## config.mk

```make
export PLATFORM = sky130hd
export DESIGN_NAME = utf8_stream_validator
export DESIGN_NICKNAME = d
export VERILOG_FILES = /design/src/hw/rtl/utf8v_pkg.sv /design/src/hw/rtl/utf8_stream_validator.sv
export SDC_FILE = /design/constraint.sdc
export NUM_CORES = 1
export LEC_CHECK = 0
export ABC_AREA = 1
export BUFFER_PORTS_ARGS = -buffer_cell sky130_fd_sc_hd__buf_4
export CAP_MARGIN = 20
export CORE_UTILIZATION = 54
export CTS_CLUSTER_SIZE = 10
export DETAILED_ROUTE_END_ITERATION = 10
export GPL_TIMING_DRIVEN = 0
export PLACE_DENSITY = 0.8
export SLEW_MARGIN = 30
export SYNTH_ARGS = -nofsm -noshare
export SYNTH_HDL_FRONTEND = slang
export SYNTH_SLANG_ARGS = --single-unit
```

## constraint.sdc

```tcl
create_clock -name clk -period 3.1 [get_ports clk]
set_clock_uncertainty 0.05 [all_clocks]
set_input_delay 0.775 -clock clk [delete_from_list [all_inputs] [get_ports clk]]
set_output_delay 0.775 -clock clk [all_outputs]
set_load 0.01 [all_outputs]
```

## src/hw/rtl/utf8v_pkg.sv

```systemverilog
`timescale 1ns / 1ps

package utf8v_pkg;

    localparam int POSITION_BITS = 32;
    localparam int DATA_BITS     = 8;
    localparam int POS_OUT_BITS  = 32;
    localparam int RESULT_BITS   = 48;

    localparam logic [7:0] F_CONT  = 8'h01;
    localparam logic [7:0] F_MULT  = 8'h02;
    localparam logic [7:0] F_OL2   = 8'h04;
    localparam logic [7:0] F_OL3   = 8'h08;
    localparam logic [7:0] F_OL4   = 8'h10;
    localparam logic [7:0] F_SUR   = 8'h20;
    localparam logic [7:0] F_RANGE = 8'h40;
    localparam logic [7:0] F_INV   = 8'h80;

    localparam logic [7:0] HI_TAB [16] = '{
        8'h00, 8'h00, 8'h00, 8'h00, 8'h00, 8'h00, 8'h00, 8'h00,
        F_CONT, F_CONT, F_CONT, F_CONT,
        F_MULT | F_OL2,
        F_MULT,
        F_MULT | F_OL3 | F_SUR,
        F_MULT | F_OL4 | F_RANGE | F_INV
    };

    localparam logic [7:0] LO_TAB [16] = '{
        F_CONT | F_MULT | F_OL2 | F_OL3 | F_OL4,
        F_CONT | F_MULT | F_OL2,
        F_CONT | F_MULT,
        F_CONT | F_MULT,
        F_CONT | F_MULT | F_RANGE,
        F_CONT | F_MULT | F_INV,
        F_CONT | F_MULT | F_INV,
        F_CONT | F_MULT | F_INV,
        F_CONT | F_MULT | F_INV,
        F_CONT | F_MULT | F_INV,
        F_CONT | F_MULT | F_INV,
        F_CONT | F_MULT | F_INV,
        F_CONT | F_MULT | F_INV,
        F_CONT | F_MULT | F_SUR | F_INV,
        F_CONT | F_MULT | F_INV,
        F_CONT | F_MULT | F_INV
    };

    localparam logic [7:0] NX_TAB [16] = '{
        F_CONT | F_MULT | F_INV,
        F_CONT | F_MULT | F_INV,
        F_CONT | F_MULT | F_INV,
        F_CONT | F_MULT | F_INV,
        F_CONT | F_MULT | F_INV,
        F_CONT | F_MULT | F_INV,
        F_CONT | F_MULT | F_INV,
        F_CONT | F_MULT | F_INV,
        F_CONT | F_OL2 | F_OL3 | F_OL4 | F_INV,
        F_CONT | F_OL2 | F_OL3 | F_RANGE | F_INV,
        F_CONT | F_OL2 | F_OL3 | F_SUR | F_RANGE | F_INV,
        F_CONT | F_OL2 | F_OL3 | F_SUR | F_RANGE | F_INV,
        F_CONT | F_MULT | F_INV,
        F_CONT | F_MULT | F_INV,
        F_CONT | F_MULT | F_INV,
        F_CONT | F_MULT | F_INV
    };

    // change of the pending count per high nibble, modulo 4
    localparam logic [1:0] COUNT_TAB [16] = '{
        2'd0, 2'd0, 2'd0, 2'd0, 2'd0, 2'd0, 2'd0, 2'd0,
        2'd3, 2'd3, 2'd3, 2'd3, 2'd1, 2'd1, 2'd2, 2'd3
    };

    function automatic logic [7:0] judge_flags(input logic [7:0] b, input logic [3:0] next_hi,
                                               input logic [1:0] pending);
        logic [7:0] v;
        begin
            v = HI_TAB[b[7:4]] & LO_TAB[b[3:0]] & NX_TAB[next_hi];
            v[0] = v[0] ^ (pending != 2'd0);
            return v;
        end
    endfunction

    function automatic logic [1:0] count_step(input logic [7:0] b, input logic [1:0] pending);
        return pending + COUNT_TAB[b[7:4]];
    endfunction

endpackage

```

## src/hw/rtl/utf8_stream_validator.sv

```systemverilog
`timescale 1ns / 1ps

// UTF-8 stream validator. Takes one byte per transfer on the s_ side, with s_tlast on
// the final byte of a stream, and sustains one byte per clock. Each byte is judged
// against the high nibble of the byte after it with three 16-entry nibble tables and a
// two-bit count of owed continuation bytes; the final byte is judged against 0x00. The
// result is offered on the m_ side once the final byte has passed from the input
// register into the result register. It carries the flags and index of the first
// failing byte, or the incomplete flag with the index of the final byte, or all zeros
// for a valid stream. The next byte then starts a new stream at index 0. The rate is
// one byte per clock because all judging is combinational between the input register
// and the result register; s_tready drops only while the final byte of a stream sits
// in the input register and the previous result still waits on m_tready.
module utf8_stream_validator #(
    parameter int POSITION_BITS = utf8v_pkg::POSITION_BITS
) (
    input  logic        clk,
    input  logic        rst_n,
    input  logic        s_tvalid,
    output logic        s_tready,
    input  logic [7:0]  s_tdata,   // [7:0] data_byte
    input  logic        s_tlast,   // last_byte
    output logic        m_tvalid,
    input  logic        m_tready,
    output logic [47:0] m_tdata    // [7:0] error_flags, [39:8] error_position, [40] incomplete
);

    localparam int ExtBits = (POSITION_BITS > utf8v_pkg::POS_OUT_BITS) ?
                             POSITION_BITS : utf8v_pkg::POS_OUT_BITS;

    logic                     in_valid_reg, in_valid_next;
    logic [7:0]               in_byte_reg, in_byte_next;
    logic                     in_last_reg, in_last_next;

    logic [7:0]               held_byte_reg, held_byte_next;
    logic                     held_valid_reg, held_valid_next;
    logic [1:0]               pend_reg, pend_next;
    logic                     err_reg, err_next;
    logic [7:0]               err_flags_reg, err_flags_next;
    logic [POSITION_BITS-1:0] err_index_reg, err_index_next;
    logic [POSITION_BITS-1:0] byte_index_reg, byte_index_next;

    logic                     out_valid_reg, out_valid_next;
    logic [47:0]              out_data_reg, out_data_next;

    logic                     advance;
    logic                     fire;
    logic [7:0]               flags_a, flags_b;
    logic [1:0]               pend_a, pend_b;
    logic                     lat_a, lat_b;
    logic [7:0]               eflags_a, eflags_b;
    logic [POSITION_BITS-1:0] eidx_a, eidx_b;
    logic [POSITION_BITS-1:0] pos_sel;
    logic [ExtBits-1:0]       pos_ext;
    logic [7:0]               res_flags;
    logic                     res_incomplete;

    assign advance  = !(in_last_reg && out_valid_reg && !m_tready);
    assign fire     = in_valid_reg && advance;
    assign s_tready = !in_valid_reg || advance;
    assign m_tvalid = out_valid_reg;
    assign m_tdata  = out_data_reg;

    // judge the held byte, then the incoming byte against a stand-in 0x00
    always_comb
    begin
        pend_a  = pend_reg;
        flags_a = 8'h00;
        if (held_valid_reg)
        begin
            flags_a = utf8v_pkg::judge_flags(held_byte_reg, in_byte_reg[7:4], pend_reg);
            pend_a  = utf8v_pkg::count_step(held_byte_reg, pend_reg);
        end
        flags_b = utf8v_pkg::judge_flags(in_byte_reg, 4'h0, pend_a);
        pend_b  = utf8v_pkg::count_step(in_byte_reg, pend_a);

        lat_a    = err_reg || (flags_a != 8'h00);
        eflags_a = err_reg ? err_flags_reg : flags_a;
        eidx_a   = err_reg ? err_index_reg : (byte_index_reg - POSITION_BITS'(1));

        lat_b    = lat_a || (flags_b != 8'h00);
        eflags_b = lat_a ? eflags_a : flags_b;
        eidx_b   = lat_a ? eidx_a : byte_index_reg;

        res_flags      = 8'h00;
        res_incomplete = 1'b0;
        pos_sel        = '0;
        if (lat_b)
        begin
            res_flags = eflags_b;
            pos_sel   = eidx_b;
        end
        else if (pend_b != 2'd0)
        begin
            res_incomplete = 1'b1;
            pos_sel        = byte_index_reg;
        end
        pos_ext = ExtBits'(pos_sel);
    end

    always_comb
    begin
        in_valid_next   = in_valid_reg;
        in_byte_next    = in_byte_reg;
        in_last_next    = in_last_reg;
        held_byte_next  = held_byte_reg;
        held_valid_next = held_valid_reg;
        pend_next       = pend_reg;
        err_next        = err_reg;
        err_flags_next  = err_flags_reg;
        err_index_next  = err_index_reg;
        byte_index_next = byte_index_reg;
        out_valid_next  = out_valid_reg && !m_tready;
        out_data_next   = out_data_reg;

        if (s_tvalid && s_tready)
        begin
            in_valid_next = 1'b1;
            in_byte_next  = s_tdata;
            in_last_next  = s_tlast;
        end
        else if (fire)
        begin
            in_valid_next = 1'b0;
        end

        if (fire)
        begin
            if (in_last_reg)
            begin
                held_byte_next  = 8'h00;
                held_valid_next = 1'b0;
                pend_next       = 2'd0;
                err_next        = 1'b0;
                err_flags_next  = 8'h00;
                err_index_next  = '0;
                byte_index_next = '0;
                out_valid_next  = 1'b1;
                out_data_next   = {7'b0, res_incomplete,
                                   pos_ext[utf8v_pkg::POS_OUT_BITS-1:0], res_flags};
            end
            else
            begin
                held_byte_next  = in_byte_reg;
                held_valid_next = 1'b1;
                pend_next       = pend_a;
                err_next        = lat_a;
                err_flags_next  = eflags_a;
                err_index_next  = eidx_a;
                byte_index_next = byte_index_reg + POSITION_BITS'(1);
            end
        end
    end

    always_ff @(posedge clk or negedge rst_n)
    begin
        if (!rst_n)
        begin
            in_valid_reg   <= 1'b0;
            in_byte_reg    <= 8'h00;
            in_last_reg    <= 1'b0;
            held_byte_reg  <= 8'h00;
            held_valid_reg <= 1'b0;
            pend_reg       <= 2'd0;
            err_reg        <= 1'b0;
            err_flags_reg  <= 8'h00;
            err_index_reg  <= '0;
            byte_index_reg <= '0;
            out_valid_reg  <= 1'b0;
            out_data_reg   <= '0;
        end
        else
        begin
            in_valid_reg   <= in_valid_next;
            in_byte_reg    <= in_byte_next;
            in_last_reg    <= in_last_next;
            held_byte_reg  <= held_byte_next;
            held_valid_reg <= held_valid_next;
            pend_reg       <= pend_next;
            err_reg        <= err_next;
            err_flags_reg  <= err_flags_next;
            err_index_reg  <= err_index_next;
            byte_index_reg <= byte_index_next;
            out_valid_reg  <= out_valid_next;
            out_data_reg   <= out_data_next;
        end
    end

endmodule

```

# Word level (Yosys, flattened, before mapping)
# Memory sizes are Yosys's and may differ from the RTL's.
# Cells that the tools add are included.
# totals
ff_bits	136
rom_bits	704
word_cells	90
mem_count	7
# classes
addsub	4
n_lt_le_gt_ge	4
mux	36
n_bitwise	9
n_reduce_logical	18
# mem_list
memory	depth	word_bits	rd	rd_clocked_by_memory_dff	write_ports	line	text
(no name shown)	16	8	1	0	0	utf8v_pkg.sv:76	v = HI_TAB[b[7:4]] & LO_TAB[b[3:0]] & NX_TAB[next_hi];
(no name shown)	16	8	1	0	0	utf8v_pkg.sv:76	
(no name shown)	16	8	1	0	0	utf8v_pkg.sv:76	
(no name shown)	16	8	1	0	0	utf8v_pkg.sv:76	
(no name shown)	16	8	1	0	0	utf8v_pkg.sv:76	
(no name shown)	16	2	1	0	0	utf8v_pkg.sv:83	return pending + COUNT_TAB[b[7:4]];
1 more memories	--	--	--	--	--	--	
# ops
cell	n
2-to-1 mux 32 bit	6
2-to-1 mux 8 bit	16
adder 32 x 1 -> 32 bit (second input constant)	1
subtractor 32 x 1 -> 32 bit (second input constant)	1
bitwise AND 8 bit	3
greater-or-equal comparator 5 bit (second input constant)	4
inverter 4 -> 5 bit	4
nonzero test 8 bit	2
2-to-1 mux 2 bit	6
2-to-1 mux 1 bit	8
nonzero test 2 bit	4
logical AND 1 bit	5
adder 2 bit	2
logical NOT 1 bit	3
logical OR 1 bit	3
AND reduction 2 bit	1
XOR 1 bit	2

# Depth between registers and ports, before layout
# Gate-level depths: netlist of the first run.
# depth
word_depth	12
ltp_mapped	18
ltp_nobuf	18

# Worst setup path before layout of the first run
# No wires, ideal clock.
# synth_path
path_type	register to register
from	reg held_byte_reg[6]
to	reg out_data_reg[31] (netlist: m_tdata[31])
setup_ns	0.125
arrival_ns	2.175
required_ns	2.925
setup_slack_ns	0.750
stages_incl_launch_ff	18
path_cell_list	dfrtp_1 > nand2_2 > inv_1 > a21oi_1 > ha_1 > nand2_1 > o21ai_0 > ha_1 > inv_1 > xor2_1 > inv_1 > nand2_1 > nand3_2 > inv_1 > nor2_8 > buf_8 > nand3_2 > nand3_1
# synth_via
elab_chain_cells	12
word_cells_on_any_way	24
# synth_rtl
element	line	text
start, declared	utf8_stream_validator.sv:35	logic [7:0] held_byte_reg, held_byte_next;
start signal, assigned	utf8_stream_validator.sv:177	held_byte_reg <= held_byte_next;
inverter 4 -> 5 bit (implied by the code) (*)	utf8v_pkg.sv:76, utf8v_pkg.sv:83	
branches (longest 10 deep; another with memory (16 x 2 bit))	--	
2-to-1 mux 32 bit (*)	utf8_stream_validator.sv:88	if (lat_b)
end signal, assigned	utf8_stream_validator.sv:185	out_data_reg <= out_data_next;
end, declared	utf8_stream_validator.sv:44	logic [47:0] out_data_reg, out_data_next;
# Mark *: on every way between the ends. The select of a mux whose other input is x is not followed.
# A chain may end at the register's enable or synchronous reset.

# Worst setup path after layout of the first run
# layout_path
from	reg held_byte_reg[6]
to	reg out_data_reg[13] (netlist: m_tdata[13])
# The elaborated chain is that of the path after synthesis.

==> qor.txt, run 1 <==
Setup WS pre-CTS: 0.0191 ns
drt wl/cell: 18.8 um
Final Worst Setup Slack: 0.285 ns
CTS Buffer Depth: 2
Hold Crit Class: in2async
ys async rst share: 100%
reg2reg path depth: 17
crit-path max FO: 10
Synth Register Bits: 136
Worst VDD drop: 0.467 mV
Root Buffer: clkbuf_16
vias per inst: 5.86
number of enable flip-flop cells after synthesis: 0
largest cells by area after synthesis: dfrtp_1, nand2_1, nand3_1
sequential area share after synthesis: 40.0%
Vias: 8969
synth cell count leaders: nand2_1, dfrtp_1, nor2_1, nand3_1, inv_1
adder-cell share of the synthesized area: 0.588%
routed wire length: 28.8 mm
total gr overflow: 0
n_diodes: 0
max frequency: 355 MHz
Max Cap Viol: 0
Num CTS Buffers: 17
Final TNS setup: 0 ns
RR Startpoint: held_byte_reg[6]$_DFFE_PN0P_
Cell Rows: 45
clk_lat worst skew: 0.44 ns
port buffer count: 55
mux contribution to synthesized area: 0.264%
ratio of final minimum period to clock period: 90.8%
crit path DAT: 3.08 ns
RR Endpoint: m_tdata[13]$_DFFE_PN0P_
area share of the largest cell type after synthesis: 40.0%
number of cells produced by synthesis: 1227
total die area: 16300 sq um
largest family of logic cells by synthesized area: simple AND/OR/NAND/NOR gates
Final Setup Violations: 0
CTS tree: yes
flip-flop count of the largest register after layout: 41
number of global-route vias before repair: 8092
CP startpoint kind: flop
Netlist cell types: 44
Avg Inst Size Synth: 6.94 sq um
Iteration-0 DRC Markers: 1101
Synth Area in Compound Gates: 12.0%
global-route wire length before repair: 45.2 mm
initial antenna violation count: 1
Tightest Pin Transition: 0.867 ns
Critical Path RT: 3.37 ns
XOR/XNOR Fraction of Synth Area: 0.720%
Worst-path clk slew: 0.06 ns
Routed Antenna Nets: 0
GP Congestion: 0.979
Synth area leader: dfrtp_1
most common cell in the netlist: nand2_1
CTS Sinks: 136
Slew headroom: 42.2%
status: finished clean
Worst R2R Setup Slack: 0.28 ns
PwrDens: 762 nW/um^2
htree depth: 4
Hold Fails Final Rpt: 0
I/O Pins: 63
nets@finish: 1325
Synth Warn #: 0
Tmin final: 2.82 ns
Worst Setup End Kind: flop
RSZ-0062 raised after global routing: false
drt first pass iters: 6
Total Routing Usage GR: 37.3%
Post-DP HPWL: 21.4 mm
largest net degree at the start of global routing: 87
Main synth FF type: dfrtp_1
Die Y: 128 um
Cell Area, Synth: 8520 sq um
Leakage: 0.00482 uW
layout cells sized above 1: 13.1%
Starting Density: 55.6%
Worst Path Class, Setup: reg2reg
chip width: 128 um
Post-Synth Simple-Gate Area: 36.8%
core box area: 15300 sq um
Max Transition Viols Final: 0
synth-to-layout area growth: 15.4%
DRC errors left: 0
## worst max-delay path, stage by stage, from the launching register on
cell     delay [ns]
dfrtp_1        0.45
nand2_2        0.12
inv_1          0.06
a21oi_1        0.14
ha_1           0.24
nand2_1        0.05
o21ai_0        0.12
ha_1           0.23
inv_1          0.06
xor2_1         0.17
inv_1          0.06
nand2_1        0.10
nand3_4        0.18
buf_2          0.26
nand2_1        0.08
nor2_1         0.05
nor2_2         0.20
nor2_1         0.06
## cells by family (layout without fill, tap and decap cells)
kind of cell,count (synthesis),count (layout)
compound gates,180,180
xor+xnor,7,7
fa+ha+maj,4,4
buf+inv,185,272
flops,136,136
mux,2,2
other cells,1,7
simple gates,712,712
## what timing repair did
action	4_1_cts	5_1_grt
hold buffers	0	0
setup endpoints to repair	0	13
resized for setup	0	3
setup buffers	0	0
## per-layer routing
layer | track usage, % | vias up | routed length (um)
met1 | 50.5 | 4152 | 11700
li1 | - | 4158 | -
met2 | 56.6 | 558 | 12700
met3 | 7.75 | 99 | 2970
met4 | 19.0 | 2 | 1410
met5 | 0 | - | 12
## final cells by class
class,count,area (sq um)
plain buffers,81,424
clock buffers,18,439
clock inverters,13,124
fillers,1427,5490
inverters,104,395
multi-input cells,912,4330
flip-flops and latches,136,3400
well taps,211,264
repair buffers,56,448
## metrics by stage
| stage | power, uW | utilization, % | hold slack [ns] | cell area (sq um) | std cells |
|---|---|---|---|---|---|
| 3_5_place_dp | 5430 | 60.4 | 0.416 | 9250 | 1500 |
| 5_1_grt | 7890 | 64.2 | 0.222 | 9830 | 1531 |
| 2_1_floorplan | 4330 | - | 0.398 | 8540 | 1233 |
| 6_report | 7490 | 64.2 | 0.185 | 9830 | 1531 |
| 4_1_cts | 7410 | 64.1 | 0.207 | 9810 | 1531 |
| 3_3_place_gp | 5380 | 60.2 | 0.412 | 9220 | 1499 |
## cells in the final DEF, fill, tap and decap left out, drive strengths merged
master	netlist	final
a31oi	6	6
nand3b	1	1
o31ai	3	3
dfrtp	136	136
a21oi	30	30
conb	1	7
o21bai	2	2
a21boi	1	1
nand2	378	378
mux2	2	2
inv	103	106
nor3	28	28
and3	1	1
a2bb2oi	1	1
nor2	141	141
ha	4	4
bufinv	0	1
or2	2	2
buf	42	98
clkinvlp	0	2
nand4	29	29
nor4	4	4
nand3	128	128
clkbuf	39	57
o21ai	112	112
a211oi	3	3
a22o	11	11
xor2	7	7
clkinv	1	8
o22ai	10	10
a2111oi	1	1
## where the power goes
group,internal (uW),switching (uW)
Sequential,2180,228
Clock,1130,843
Combinational,1050,2070
Total,4350,3140
## worst max path at each step
stage / start / endpoint / slack (ns) / cells after the start
2_1_floorplan: held_byte_reg[6]$_DFFE_PN0P_ / m_tdata[31]$_DFFE_PN0P_ / 0.75 / 17
3_3_place_gp: m_tready / m_tdata[13]$_DFFE_PN0P_ / 0.02 / 9
3_5_place_dp: m_tready / m_tdata[13]$_DFFE_PN0P_ / 0.02 / 9
4_1_cts: held_byte_reg[6]$_DFFE_PN0P_ / m_tdata[13]$_DFFE_PN0P_ / 0.10 / 17
5_1_grt: held_byte_reg[6]$_DFFE_PN0P_ / m_tdata[13]$_DFFE_PN0P_ / 0.03 / 17
6_report: held_byte_reg[6]$_DFFE_PN0P_ / m_tdata[13]$_DFFE_PN0P_ / 0.28 / 17
Power figures use the tool's default switching activity.
==> run 2: changes to the inputs <==
--- a/config.mk
+++ b/config.mk
@@ -5,7 +5,7 @@
 export SDC_FILE = /design/constraint.sdc
 export NUM_CORES = 1
 export LEC_CHECK = 0
-export ABC_AREA = 1
+export ABC_AREA = 0
 export BUFFER_PORTS_ARGS = -buffer_cell sky130_fd_sc_hd__buf_4
 export CAP_MARGIN = 20
 export CORE_UTILIZATION = 54
==> qor.txt, run 2 <==
largest cells by area after synthesis: dfrtp_1, nand2_1, xor2_1
Slew headroom: 39.3% (-2.9 points)
Synth Warn #: 0 (unchanged)
Cell Rows: 41 (-8.9%)
Die Y: 117 um (-8.4%)
port buffer count: 55 (unchanged)
Post-DP HPWL: 13.0 mm (-39%)
crit-path max FO: 10 (unchanged)
PwrDens: 844 nW/um^2 (+11%)
Internal Pwr Total: 4690 uW (+7.8%)
Fillers: 1017 (-29%)
layout cells sized above 1: 17.4% (+4.3 points)
Total Routing Usage GR: 30.4% (-6.9 points)
Worst VDD drop: 0.507 mV (+8.5%)
chip width: 117 um (-8.4%)
number of cells produced by synthesis: 761 (-38%)
Netlist cell types: 61 (+39%)
adder-cell share of the synthesized area: 0.703% (+0.12 points)
Tmin final: 3.05 ns (+0.230 ns)
largest family of logic cells by synthesized area: simple AND/OR/NAND/NOR gates
Post-CTS Hold Buffers: 0 (unchanged)
tightest hold margin: 0.193 ns (+0.00792 ns)
Tightest Pin Transition: 0.902 ns (+0.0353 ns)
ratio of final minimum period to clock period: 98.2% (+7.4 points)
htree depth: 4 (unchanged)
number of global-route vias before repair: 6160 (-24%)
total gr overflow: 0 (unchanged)
most common cell after layout, fill and taps aside: dfrtp_1
Worst Path Class, Setup: reg2reg
Final Setup Violations: 0 (unchanged)
DRC errors left: 0 (unchanged)
Comb pwr share: 33.6% (-8.0 points)
number of enable flip-flop cells after synthesis: 0 (unchanged)
CTS Sinks: 136 (unchanged)
nets@finish: 859 (-35%)
CTS tree: yes
Leakage: 0.00403 uW (-16%)
Avg Inst Size Synth: 9.36 sq um (+35%)
Num CTS Buffers: 17 (unchanged)
sequential area share after synthesis: 47.8% (+7.8 points)
Synth Register Bits: 136 (unchanged)
Main synth FF type: dfrtp_1
Root Buffer: clkbuf_16
Critical Path RT: 3.36 ns (about the same)
max frequency: 328 MHz (-7.5%)
status: finished clean
synth-to-layout area growth: 19.7%
Worst R2R Setup Slack: 0.05 ns (-0.23 ns)
CP startpoint kind: flop
drt first pass iters: 7 (+1)
Cell Area, Synth: 7120 sq um (-16%)
routed wire length: 19.3 mm (-33%)
I/O Pins: 63 (unchanged)
most common cell in the netlist: dfrtp_1
most frequent cells in the layout: dfrtp_1, nand2_1, nor2_1
reg2reg path depth: 13 (-4)
total die area: 13600 sq um (-16%)
XOR/XNOR Fraction of Synth Area: 7.38% (+6.7 points)
Worst Setup End Kind: flop
synth cell count leaders: dfrtp_1, nand2_1, nor2_1, o21ai_0, xor2_1
clock share of power: 32.0% (+5.7 points)
Synth Area in Compound Gates: 14.2% (+2.3 points)
core box area: 12700 sq um (-17%)
Hold Crit Class: in2async
largest net degree at the start of global routing: 91 (+4.6%)
Synth area leader: dfrtp_1
mux contribution to synthesized area: 3.15% (+2.9 points)
crit path DAT: 3.30 ns (+0.22 ns)
Post-Synth Simple-Gate Area: 21.7% (-15 points)
n_diodes: 0 (unchanged)
Vias: 6318 (-30%)
drt wl/cell: 18.8 um (about the same)
Routed Antenna Nets: 0 (unchanged)
sequential power share: 34.4% (+2.3 points)
Sw Ratio: 34.8% (-7.1 points)
clk_lat worst skew: 0.43 ns (about the same)
flip-flop count of the largest register after layout: 41 (unchanged)
RR Startpoint: held_byte_reg[6]$_DFFE_PN0P_
global-route wire length before repair: 30.8 mm (-32%)
Max Cap Viol: 0 (unchanged)
Starting Density: 56.0% (+0.36 points)
Hold Fails Final Rpt: 0 (unchanged)
initial antenna violation count: 0 (-1)
ys async rst share: 100% (unchanged)
Worst-path clk slew: 0.06 ns (about the same)
vias per inst: 6.15 (+5.0%)
RSZ-0062 raised after global routing: false
GP Congestion: 0.933 (-4.7%)
RR Endpoint: m_tdata[26]$_DFFE_PN0P_
CTS Buffer Depth: 2 (unchanged)
Iteration-0 DRC Markers: 603 (-45%)
area share of the largest cell type after synthesis: 47.8% (+7.8 points)
Max Transition Viols Final: 0 (unchanged)
Final TNS setup: 0 ns (unchanged)
Switch Pwr: 2500 uW (-20%)
## run 2: critical path, stage by stage, from the launching register on
cell     delay, ns
dfrtp_2       0.43
nand2_1       0.08
nor2_2        0.11
nor2b_1       0.06
ha_1          0.29
mux2i_2       0.20
inv_1         0.10
ha_2          0.22
xnor2_1       0.16
nor4_2        0.31
o21ai_1       0.13
and3_2        0.27
buf_4         0.20
a221o_1       0.30
## run 2: what timing repair did
item | 4_1_cts | 5_1_grt
gates resized for setup | 10 | 2
setup endpoints to repair | 30 | 14
pin swaps | 1 | 0
setup buffers | 1 | 0
## run 2: worst max-delay path by stage
stage          cells past startpoint                              to  slack (ns)                          start
2_1_floorplan                     14         m_tdata[28]$_DFFE_PN0P_        0.42   held_byte_reg[6]$_DFFE_PN0P_
3_3_place_gp                       9  byte_index_reg[22]$_DFFE_PN0P_       -0.23                       m_tready
3_5_place_dp                      14         m_tdata[27]$_DFFE_PN0P_       -0.21   held_byte_reg[6]$_DFFE_PN0P_
4_1_cts                           12         m_tdata[26]$_DFFE_PN0P_        0.08   held_byte_reg[7]$_DFFE_PN0P_
5_1_grt                            9         m_tdata[25]$_DFFE_PN0P_       0.001  byte_index_reg[2]$_DFFE_PN0P_
6_report                          13         m_tdata[26]$_DFFE_PN0P_        0.05   held_byte_reg[6]$_DFFE_PN0P_
## run 2: layout make-up
| type | instances | area, sq um | area share (%) |
|---|---|---|---|
| inverters | 9 | 33.8 | 0.396 |
| multi-input cells | 555 | 3410 | 40.0 |
| clock buffers | 17 | 425 | 4.99 |
| clock inverters | 15 | 250 | 2.94 |
| repair buffers | 57 | 455 | 5.35 |
| well taps | 172 | 215 | 2.53 |
| flip-flops and latches | 136 | 3410 | 40.0 |
| plain buffers | 66 | 328 | 3.85 |
## run 2: kinds of logic after synthesis
kind of cell               count (synthesis)
other                                      1
muxes                                     21
xor gates and xnor gates                  60
adders and majority gates                  4
DFF                                      136
AOI/OAI and AO/OA                        147
and+or+nand+nor                          316
buffers and inverters                     76
## run 2: through the flow
step / cells / area, sq um / util (%) / power [uW] / setup slack [ns]
2_1_floorplan: 767 / 7140 / - / 3970 / 0.415
3_3_place_gp: 994 / 7770 / 61.1 / 4700 / -0.227
3_5_place_dp: 995 / 7810 / 61.4 / 4810 / -0.208
4_1_cts: 1027 / 8520 / 67.0 / 7150 / 0.0785
5_1_grt: 1027 / 8520 / 67.0 / 7530 / 0.00128
6_report: 1027 / 8520 / 67.0 / 7200 / 0.0548
## run 2: layer usage
| layer | global-route usage, % | up-vias | routed length [um] |
|---|---|---|---|
| li1 | - | 2835 | - |
| met1 | 39.2 | 3100 | 7850 |
| met2 | 47.2 | 308 | 9110 |
| met3 | 8.19 | 75 | 1540 |
| met4 | 15.9 | 0 | 812 |
| met5 | 0 | - | 0 |
## run 2: power by group through the flow
stage	logic [uW]	registers [uW]	clock network [uW]
CTS	2380	2460	2310
finish	2420	2470	2310
detailed placement	2330	2480	0
floorplan	1480	2490	0
global placement	2240	2460	0
global route	2620	2520	2390
